$ cat config.mk
export PLATFORM = sky130hd
export DESIGN_NAME = sparse_row_merge_add
export DESIGN_NICKNAME = d
export VERILOG_FILES = /design/src/srma_pkg.sv /design/src/sparse_row_merge_add.sv /design/src/srma_oplist.sv /design/src/srma_merge.sv
export SDC_FILE = /design/constraint.sdc
export NUM_CORES = 2
export LEC_CHECK = 0
export ABC_CLOCK_PERIOD_IN_PS = 6240
export BUFFER_PORTS_ARGS = -buffer_cell sky130_fd_sc_hd__buf_2
export CORE_UTILIZATION = 40
export CTS_CLUSTER_DIAMETER = 100
export DETAILED_ROUTE_END_ITERATION = 12
export HOLD_SLACK_MARGIN = 0.03
export MAX_ROUTING_LAYER = met4
export REMOVE_ABC_BUFFERS = 1
export SYNTH_ARGS = -nofsm -noshare
export SYNTH_HDL_FRONTEND = slang
export SYNTH_SLANG_ARGS = --single-unit
$ cat constraint.sdc
create_clock -name clk_i -period 6.24 [get_ports clk_i]
set_clock_uncertainty 0.2 [all_clocks]
set_input_delay 0.624 -clock clk_i [delete_from_list [all_inputs] [get_ports clk_i]]
set_output_delay 0.624 -clock clk_i [all_outputs]
set_load 0.02 [all_outputs]
$ cat src/srma_pkg.sv
package srma_pkg;

  // Request codes carried in req_type
  typedef enum logic [1:0] {
    REQ_LOAD_FIRST  = 2'd0,
    REQ_LOAD_SECOND = 2'd1,
    REQ_END_ROW     = 2'd2
  } req_e;

  // Origin of a merged entry
  typedef enum logic [1:0] {
    SRC_BOTH   = 2'd0,
    SRC_FIRST  = 2'd1,
    SRC_SECOND = 2'd2
  } src_e;

  // Merge sequencer states
  typedef enum logic [1:0] {
    ST_IDLE,
    ST_READ,
    ST_STEP,
    ST_SEND
  } state_e;

  localparam int unsigned ColW   = 32;
  localparam int unsigned ValW   = 32;
  localparam int unsigned CountW = 7;

  typedef struct packed {
    logic [1:0]             req_type;
    logic [ColW-1:0]        col_index;
    logic signed [ValW-1:0] value;
  } in_item_t;

  typedef struct packed {
    logic [ColW-1:0]        out_col;
    logic signed [ValW-1:0] out_value;
    logic [1:0]             source;
    logic                   last;
    logic [CountW-1:0]      merged_count;
    logic                   row_empty;
    logic                   overflow;
  } out_item_t;

  // Sequencer status seen by the load side
  typedef struct packed {
    logic idle;
    logic row_done;
  } status_t;

endpackage

$ cat src/sparse_row_merge_add.sv
// Sparse row adder. Load items append a (column, value) pair to the list of
// operand one or operand two, ROW_CAP entries each, one load per cycle while
// idle; a load into a full list is dropped and the row is flagged overflow.
// An end-of-row item runs a two-pointer merge on one shared compare/add unit:
// a first pass counts the merged entries so that merged_count rides on every
// result, a second pass emits them in column order, one result per distinct
// head column (sum where both heads match, wrapping). The operand lists sit
// in memories with registered reads, so a counting step goes through a read
// and a compare state and an emitting step through read, compare and send
// states. An empty row returns its single flagged result in the cycle after
// the end-of-row item. in_ready_o is low from the end-of-row item until the
// last result of the row is taken. Counts and overflow clear then.

module sparse_row_merge_add #(
  parameter int unsigned ROW_CAP     = 32,
  parameter int unsigned INDEX_WIDTH = 32,
  parameter int unsigned VALUE_WIDTH = 32
) (
  input  logic                clk_i,
  input  logic                rst_ni,
  input  logic                in_valid_i,
  output logic                in_ready_o,
  input  srma_pkg::in_item_t  in_item_i,
  output logic                out_valid_o,
  input  logic                out_ready_i,
  output srma_pkg::out_item_t out_item_o
);

  localparam int unsigned AddrW = (ROW_CAP > 1) ? $clog2(ROW_CAP) : 1;
  localparam int unsigned CntW  = $clog2(ROW_CAP + 1);
  localparam int unsigned NumW  = $clog2(2 * ROW_CAP + 1);

  logic                   in_acc;
  logic                   load_a, load_b, start;
  logic                   full_a, full_b;
  logic                   wr_a, wr_b;
  logic [CntW-1:0]        cnt_a_q, cnt_a_d, cnt_b_q, cnt_b_d;
  logic                   ovf_q, ovf_d;
  logic [INDEX_WIDTH-1:0] wr_col;
  logic [VALUE_WIDTH-1:0] wr_val;
  logic [AddrW-1:0]       rd_addr_a, rd_addr_b;
  logic [INDEX_WIDTH-1:0] col_a, col_b;
  logic [VALUE_WIDTH-1:0] val_a, val_b;
  srma_pkg::status_t      status;

  assign in_ready_o = status.idle;
  assign in_acc     = in_valid_i && in_ready_o;

  // request decode
  always_comb begin
    load_a = 1'b0;
    load_b = 1'b0;
    start  = 1'b0;
    case (in_item_i.req_type)
      srma_pkg::REQ_LOAD_FIRST:  load_a = in_acc;
      srma_pkg::REQ_LOAD_SECOND: load_b = in_acc;
      srma_pkg::REQ_END_ROW:     start  = in_acc;
      default: begin
      end
    endcase
  end

  // column and value kept at the internal widths
  assign wr_col = INDEX_WIDTH'(in_item_i.col_index);
  assign wr_val = VALUE_WIDTH'(in_item_i.value);

  assign full_a = cnt_a_q == CntW'(ROW_CAP);
  assign full_b = cnt_b_q == CntW'(ROW_CAP);
  assign wr_a   = load_a && !full_a;
  assign wr_b   = load_b && !full_b;

  always_comb begin
    cnt_a_d = cnt_a_q;
    cnt_b_d = cnt_b_q;
    ovf_d   = ovf_q;
    if (status.row_done) begin
      cnt_a_d = '0;
      cnt_b_d = '0;
      ovf_d   = 1'b0;
    end else begin
      if (wr_a) begin
        cnt_a_d = cnt_a_q + CntW'(1);
      end
      if (wr_b) begin
        cnt_b_d = cnt_b_q + CntW'(1);
      end
      if ((load_a && full_a) || (load_b && full_b)) begin
        ovf_d = 1'b1;
      end
    end
  end

  always_ff @(posedge clk_i or negedge rst_ni) begin
    if (!rst_ni) begin
      cnt_a_q <= '0;
      cnt_b_q <= '0;
      ovf_q   <= 1'b0;
    end else begin
      cnt_a_q <= cnt_a_d;
      cnt_b_q <= cnt_b_d;
      ovf_q   <= ovf_d;
    end
  end

  srma_oplist #(
    .Depth (ROW_CAP),
    .AddrW (AddrW),
    .IdxW  (INDEX_WIDTH),
    .ValWd (VALUE_WIDTH)
  ) u_list_first (
    .clk_i     (clk_i),
    .wr_en_i   (wr_a),
    .wr_addr_i (cnt_a_q[AddrW-1:0]),
    .wr_col_i  (wr_col),
    .wr_val_i  (wr_val),
    .rd_addr_i (rd_addr_a),
    .rd_col_o  (col_a),
    .rd_val_o  (val_a)
  );

  srma_oplist #(
    .Depth (ROW_CAP),
    .AddrW (AddrW),
    .IdxW  (INDEX_WIDTH),
    .ValWd (VALUE_WIDTH)
  ) u_list_second (
    .clk_i     (clk_i),
    .wr_en_i   (wr_b),
    .wr_addr_i (cnt_b_q[AddrW-1:0]),
    .wr_col_i  (wr_col),
    .wr_val_i  (wr_val),
    .rd_addr_i (rd_addr_b),
    .rd_col_o  (col_b),
    .rd_val_o  (val_b)
  );

  srma_merge #(
    .AddrW (AddrW),
    .CntW  (CntW),
    .NumW  (NumW),
    .IdxW  (INDEX_WIDTH),
    .ValWd (VALUE_WIDTH)
  ) u_merge (
    .clk_i            (clk_i),
    .rst_ni           (rst_ni),
    .start_i          (start),
    .cnt_first_i      (cnt_a_q),
    .cnt_second_i     (cnt_b_q),
    .ovf_i            (ovf_q),
    .rd_addr_first_o  (rd_addr_a),
    .rd_addr_second_o (rd_addr_b),
    .col_first_i      (col_a),
    .val_first_i      (val_a),
    .col_second_i     (col_b),
    .val_second_i     (val_b),
    .out_valid_o      (out_valid_o),
    .out_ready_i      (out_ready_i),
    .out_item_o       (out_item_o),
    .status_o         (status)
  );

endmodule

$ cat src/srma_oplist.sv
module srma_oplist #(
  parameter int unsigned Depth = 32,
  parameter int unsigned AddrW = 5,
  parameter int unsigned IdxW  = 32,
  parameter int unsigned ValWd = 32
) (
  input  logic             clk_i,
  input  logic             wr_en_i,
  input  logic [AddrW-1:0] wr_addr_i,
  input  logic [IdxW-1:0]  wr_col_i,
  input  logic [ValWd-1:0] wr_val_i,
  input  logic [AddrW-1:0] rd_addr_i,
  output logic [IdxW-1:0]  rd_col_o,
  output logic [ValWd-1:0] rd_val_o
);

  logic [IdxW-1:0]  col_mem [Depth];
  logic [ValWd-1:0] val_mem [Depth];

  always_ff @(posedge clk_i) begin
    if (wr_en_i) begin
      col_mem[wr_addr_i] <= wr_col_i;
      val_mem[wr_addr_i] <= wr_val_i;
    end
  end

  // registered read, one address per cycle
  always_ff @(posedge clk_i) begin
    rd_col_o <= col_mem[rd_addr_i];
    rd_val_o <= val_mem[rd_addr_i];
  end

endmodule

$ cat src/srma_merge.sv
module srma_merge #(
  parameter int unsigned AddrW = 5,
  parameter int unsigned CntW  = 6,
  parameter int unsigned NumW  = 7,
  parameter int unsigned IdxW  = 32,
  parameter int unsigned ValWd = 32
) (
  input  logic                clk_i,
  input  logic                rst_ni,
  input  logic                start_i,
  input  logic [CntW-1:0]     cnt_first_i,
  input  logic [CntW-1:0]     cnt_second_i,
  input  logic                ovf_i,
  output logic [AddrW-1:0]    rd_addr_first_o,
  output logic [AddrW-1:0]    rd_addr_second_o,
  input  logic [IdxW-1:0]     col_first_i,
  input  logic [ValWd-1:0]    val_first_i,
  input  logic [IdxW-1:0]     col_second_i,
  input  logic [ValWd-1:0]    val_second_i,
  output logic                out_valid_o,
  input  logic                out_ready_i,
  output srma_pkg::out_item_t out_item_o,
  output srma_pkg::status_t   status_o
);

  srma_pkg::state_e    state_q, state_d;
  logic [CntW-1:0]     ptr_a_q, ptr_a_d, ptr_b_q, ptr_b_d;
  logic [NumW-1:0]     num_q, num_d;
  logic                emit_q, emit_d;
  srma_pkg::out_item_t out_q, out_d;

  logic             a_left, b_left, col_eq, col_lt;
  logic             take_a, take_b, fin;
  logic [CntW-1:0]  ptr_a_nx, ptr_b_nx;
  logic [ValWd-1:0] sum;
  logic [IdxW-1:0]  sel_col;
  logic [ValWd-1:0] sel_val;
  srma_pkg::src_e   sel_src;
  logic             row_empty;

  // shared compare and add unit
  always_comb begin
    a_left   = ptr_a_q < cnt_first_i;
    b_left   = ptr_b_q < cnt_second_i;
    col_eq   = col_first_i == col_second_i;
    col_lt   = col_first_i < col_second_i;
    take_a   = a_left && (!b_left || col_lt || col_eq);
    take_b   = b_left && (!a_left || !col_lt);
    ptr_a_nx = ptr_a_q + CntW'(take_a);
    ptr_b_nx = ptr_b_q + CntW'(take_b);
    fin      = (ptr_a_nx >= cnt_first_i) && (ptr_b_nx >= cnt_second_i);
    sum      = val_first_i + val_second_i;
    sel_col  = take_a ? col_first_i : col_second_i;
    if (take_a && take_b) begin
      sel_val = sum;
      sel_src = srma_pkg::SRC_BOTH;
    end else if (take_a) begin
      sel_val = val_first_i;
      sel_src = srma_pkg::SRC_FIRST;
    end else begin
      sel_val = val_second_i;
      sel_src = srma_pkg::SRC_SECOND;
    end
    row_empty = (cnt_first_i == '0) && (cnt_second_i == '0);
  end

  // next state
  always_comb begin
    state_d = state_q;
    case (state_q)
      srma_pkg::ST_IDLE: begin
        if (start_i) begin
          state_d = row_empty ? srma_pkg::ST_SEND : srma_pkg::ST_READ;
        end
      end
      srma_pkg::ST_READ: begin
        state_d = srma_pkg::ST_STEP;
      end
      srma_pkg::ST_STEP: begin
        state_d = emit_q ? srma_pkg::ST_SEND : srma_pkg::ST_READ;
      end
      srma_pkg::ST_SEND: begin
        if (out_ready_i) begin
          state_d = out_q.last ? srma_pkg::ST_IDLE : srma_pkg::ST_READ;
        end
      end
      default: state_d = srma_pkg::ST_IDLE;
    endcase
  end

  // datapath updates
  always_comb begin
    ptr_a_d = ptr_a_q;
    ptr_b_d = ptr_b_q;
    num_d   = num_q;
    emit_d  = emit_q;
    out_d   = out_q;
    case (state_q)
      srma_pkg::ST_IDLE: begin
        if (start_i) begin
          ptr_a_d = '0;
          ptr_b_d = '0;
          num_d   = '0;
          emit_d  = 1'b0;
          out_d.out_col      = '0;
          out_d.out_value    = '0;
          out_d.source       = srma_pkg::SRC_BOTH;
          out_d.last         = 1'b1;
          out_d.merged_count = '0;
          out_d.row_empty    = 1'b1;
          out_d.overflow     = ovf_i;
        end
      end
      srma_pkg::ST_STEP: begin
        if (!emit_q) begin
          // count pass: walk the merge, tally results
          num_d = num_q + NumW'(1);
          if (fin) begin
            ptr_a_d = '0;
            ptr_b_d = '0;
            emit_d  = 1'b1;
          end else begin
            ptr_a_d = ptr_a_nx;
            ptr_b_d = ptr_b_nx;
          end
        end else begin
          ptr_a_d = ptr_a_nx;
          ptr_b_d = ptr_b_nx;
          out_d.out_col      = srma_pkg::ColW'(sel_col);
          out_d.out_value    = srma_pkg::ValW'(sel_val);
          out_d.source       = sel_src;
          out_d.last         = fin;
          out_d.merged_count = srma_pkg::CountW'(num_q);
          out_d.row_empty    = 1'b0;
          out_d.overflow     = ovf_i;
        end
      end
      default: begin
      end
    endcase
  end

  always_ff @(posedge clk_i or negedge rst_ni) begin
    if (!rst_ni) begin
      state_q <= srma_pkg::ST_IDLE;
      ptr_a_q <= '0;
      ptr_b_q <= '0;
      num_q   <= '0;
      emit_q  <= 1'b0;
    end else begin
      state_q <= state_d;
      ptr_a_q <= ptr_a_d;
      ptr_b_q <= ptr_b_d;
      num_q   <= num_d;
      emit_q  <= emit_d;
    end
  end

  always_ff @(posedge clk_i) begin
    out_q <= out_d;
  end

  // outputs
  always_comb begin
    rd_addr_first_o   = ptr_a_q[AddrW-1:0];
    rd_addr_second_o  = ptr_b_q[AddrW-1:0];
    out_valid_o       = state_q == srma_pkg::ST_SEND;
    out_item_o        = out_q;
    status_o.idle     = state_q == srma_pkg::ST_IDLE;
    status_o.row_done = (state_q == srma_pkg::ST_SEND) && out_ready_i && out_q.last;
  end

endmodule

==> results.md <==
- Detailed-route via count: 80,200
- First-pass GRT wire length: just over 600,000 um
- Period minus WS final: between 5 and 6 ns
- Sequential fraction of the synthesis area: slightly below 80%
- CP Capture Type: flip-flop
- Post_cts resized: 0
- Core area: a little over 400,000 um2
- Post-DRT Antenna Nets: 0
- Clk buf depth: 4
- Ratio of cells with drive above 1 in the final layout: between 20% and 30%
- Post-Syn Area: between 150,000 and 200,000 um2
- Clock-pin slew on the worst setup and hold paths: around 0.060 ns
- Final period util: 89.5%
- PD cells: around 420 nW/um2
- Hold Crit Start: in_item_i[64]
- Number of top-level pins: approximately 150
- GP Congestion: 0.845
- Most common cell in the synthesized netlist: edfxtp_1
- P&R area growth vs syn: 14.1%
- Placed insts: 12,800
- Setup_tns: 0 ns
- Critical path class: flip-flop to flip-flop
- Synth cell types: 68
- Final hold viol count: 0
- Hpwl dp: approximately 230,000 um
- Status: complete, no violations
- Top cells by count, synth: edfxtp_1 (4,172), mux4_2 (1,124), clkbuf_1 (253)
- Worst r2r path cells: 17
- Pwr Total: approximately 81 mW
- F_max: around 0.18 GHz
- Total Routing Usage GR: between 20 and 25%
- Htree depth: 5
- Min-delay worst type: input port to flip-flop
- Maximum vdd ir drop: 0.000726 V
- Max-Cap Viols: 0
- Max-slew violation count: 0
- Die area: 418,000 um2
- Pre-CTS setup slack: between 0.8 and 0.9 ns
- R2R setup slack: 0.65 ns
- Area occupied by multi-input gates: 36,400 um2
- Ys async rst share: less than 1%
- WHS Endpoint: ovf_q
- Vias per cell: 5.88
- CTS tree: built
- Drt drc: 0
- Num rows: between 200 and 250
- Initial antenna violation count: 30
- Fillers: roughly 34,000
- Largest net degree at the start of global routing: 134
- Clock sink total: between 4,000 and 5,000
- Crit path launch type: flip-flop
- GRT Residual Overflow: 0
- Post-CTS Setup Bufs: 0
- Design Area, Final: 190,000 um2
- Syn Inst Count: 7,381
- Syn Area/Cell: approximately 23 um2
- CP required: approximately 7 ns
- Slew HR: a little over an eighth
- Arrival time at the worst endpoint: between 6 and 7 ns
- Worst r2r src: u_list_second.rd_col_o[31]
- CTS buffer count: 431
- RSZ-0062 raised after global routing: no
- Starting Density: between 40 and 50%
- Area after DPL: 176,000 um2
- Top post-synthesis cells by area: edfxtp_1 (75%), mux4_2 (15%), dfxtp_1 (1.5%)
- Non-filler cells, final: ~14,000
- Synth Register Bits: approximately 4,300
- Drt pass-1 iters: 6
- Final worst slack: around 0.65 ns
- Hold path cells: 4
- Nets: about 8,000
- YS warnings: 0
- Worst-Skew Late Latency: 1.00 ns
- DRT iter0 DRCs: ~9,700
- DIE HEIGHT: 647 um
- Area taken by flip-flops and latches: around 130,000 um2
- CTS root buffer: clkbuf_16
- Post-synth EDFFs: between 4,000 and 5,000
- WL per Instance: approximately 33 um
- Pleak: between 50 and 60 nW
- Vias in the first global route: 80,000
- Worst hold slack: about 0.13 ns
- Biggest area consumer among synthesized cells: edfxtp_1
- Final wirelength: 446,000 um
- Worst Tran Pin Value: around 1.3 ns
- Die width: ~650 um
- Final setup viols: 0
- Prevailing post-synth register cell: edfxtp_1
- Yosys top cell area share: between 70% and 80%
- Crit path max fanout: 8
- Hold_buf cts: 5
- Reg-to-reg endpoint: u_merge.ptr_a_q[2]
- Port bufs: around 150
- Final core occ: between 40% and 50%
[where the power goes]
part / switching (mW) / total (mW) / internal (mW) / leakage (nW)
registers: 0.903 / 33.9 / 33.0 / 39.1
clock network: 11.0 / 25.7 / 14.7 / 6.85
logic: 11.7 / 21.1 / 9.34 / 12.5
[worst max-delay path, stage by stage, from the launching register on]
cell and delay (ns):
dfxtp_1 0.32, inv_1 0.05, ha_1 0.31, nand4_1 0.53, nor4_1 0.68, o31a_1 0.67
nor3_1 0.23, nor2b_1 0.26, ha_1 0.22, ha_1 0.25, ha_1 0.28, a21o_1 0.13
a21o_1 0.11, a21o_1 0.11, a21o_1 0.11, a21oi_1 0.11, nor3_1 0.62, o21ai_0 0.23
[worst max path at each step]
stage                     cells after the start            endpoint                       start  slack [ns]
final                                        17  u_merge.ptr_a_q[2]  u_list_second.rd_col_o[31]        0.65
after global routing                         17  u_merge.ptr_a_q[2]  u_list_second.rd_col_o[31]        0.31
after CTS                                    17  u_merge.ptr_a_q[2]  u_list_second.rd_col_o[31]        0.80
after detailed placement                     17  u_merge.ptr_a_q[3]  u_list_second.rd_col_o[31]        0.88
after global placement                       17  u_merge.ptr_a_q[4]  u_list_second.rd_col_o[31]        0.93
after floorplan                              15  u_merge.ptr_a_q[0]          u_merge.ptr_a_q[0]      -18.72
[placed cells by master, fill, tap and decap left out, types with 9 or more instances in the layout]
cell | netlist | routed
o221ai_1 | 75 | 75
diode_2 | 0 | 15
nand2b_1 | 11 | 10
xnor2_1 | 28 | 28
dfrtp_4 | 0 | 10
inv_1 | 64 | 63
ha_1 | 98 | 98
or3_1 | 9 | 9
buf_4 | 1 | 108
nand4_1 | 16 | 16
and2_1 | 13 | 12
mux2i_1 | 174 | 174
a21oi_1 | 156 | 156
a211oi_1 | 34 | 34
buf_2 | 34 | 147
a21o_1 | 25 | 24
nor2_4 | 0 | 61
o21ai_0 | 120 | 120
nand2_1 | 173 | 172
clkinv_1 | 2 | 76
clkbuf_1 | 253 | 101
nand3_1 | 42 | 42
o211ai_1 | 9 | 9
mux2_2 | 166 | 166
xor2_1 | 12 | 12
clkbuf_8 | 0 | 31
dfxtp_1 | 128 | 128
nor3_1 | 16 | 13
clkbuf_16 | 0 | 435
edfxtp_1 | 4172 | 4172
clkinv_2 | 0 | 82
nor2_1 | 186 | 124
dfrtp_1 | 35 | 25
o22ai_1 | 27 | 27
buf_12 | 0 | 91
bufinv_16 | 0 | 36
clkinvlp_4 | 0 | 16
mux4_2 | 1124 | 1124
[flip-flops by register name (all words and copies together), names as in the netlist]
name and flops:
u_list_second.rd_val_o 32, u_merge.ptr_b_q 6, u_merge.num_q 7, u_list_second.val_mem 1024, u_list_first.rd_col_o 32, cnt_b_q 6, u_merge.emit_q 1, u_list_first.rd_val_o 32
u_merge.ptr_a_q 6, u_list_first.val_mem 1024, ovf_q 1, cnt_a_q 6, u_merge.state_q 2, u_list_second.col_mem 1024, u_list_second.rd_col_o 32, u_merge.out_item_o 76
u_list_first.col_mem 1024
[logic make-up after synthesis]
family	after synthesis	synth area share, %
flops	4335	77.4
simple gates	498	1.31
buf+inv	442	1.03
compound gates	501	1.92
xor+xnor	40	0.211
fa+ha+maj	99	0.749
mux	1466	17.4
[cell type report]
type	instances	area share [%]
clock inverter	237	1.23
clock buffer	567	6.16
inverter	67	0.134
sequential	4335	67.9
antenna	15	0.0198
timing repair buffer	351	1.80
multi-input combinational	2604	19.2
tap	5474	3.61
[routing by layer]
metal | vias up | track usage [%] | wire length, um | share of wire, %
met5 | - | - | 0 | 0
met4 | 0 | 5.69 | 12100 | 2.7
met3 | 668 | 3.69 | 36600 | 8.2
met2 | 3425 | 34.1 | 216000 | 48
met1 | 44000 | 29.4 | 181000 | 41
li1 | 32100 | - | - | -
Note: power is estimated with default switching activity, not from simulation.
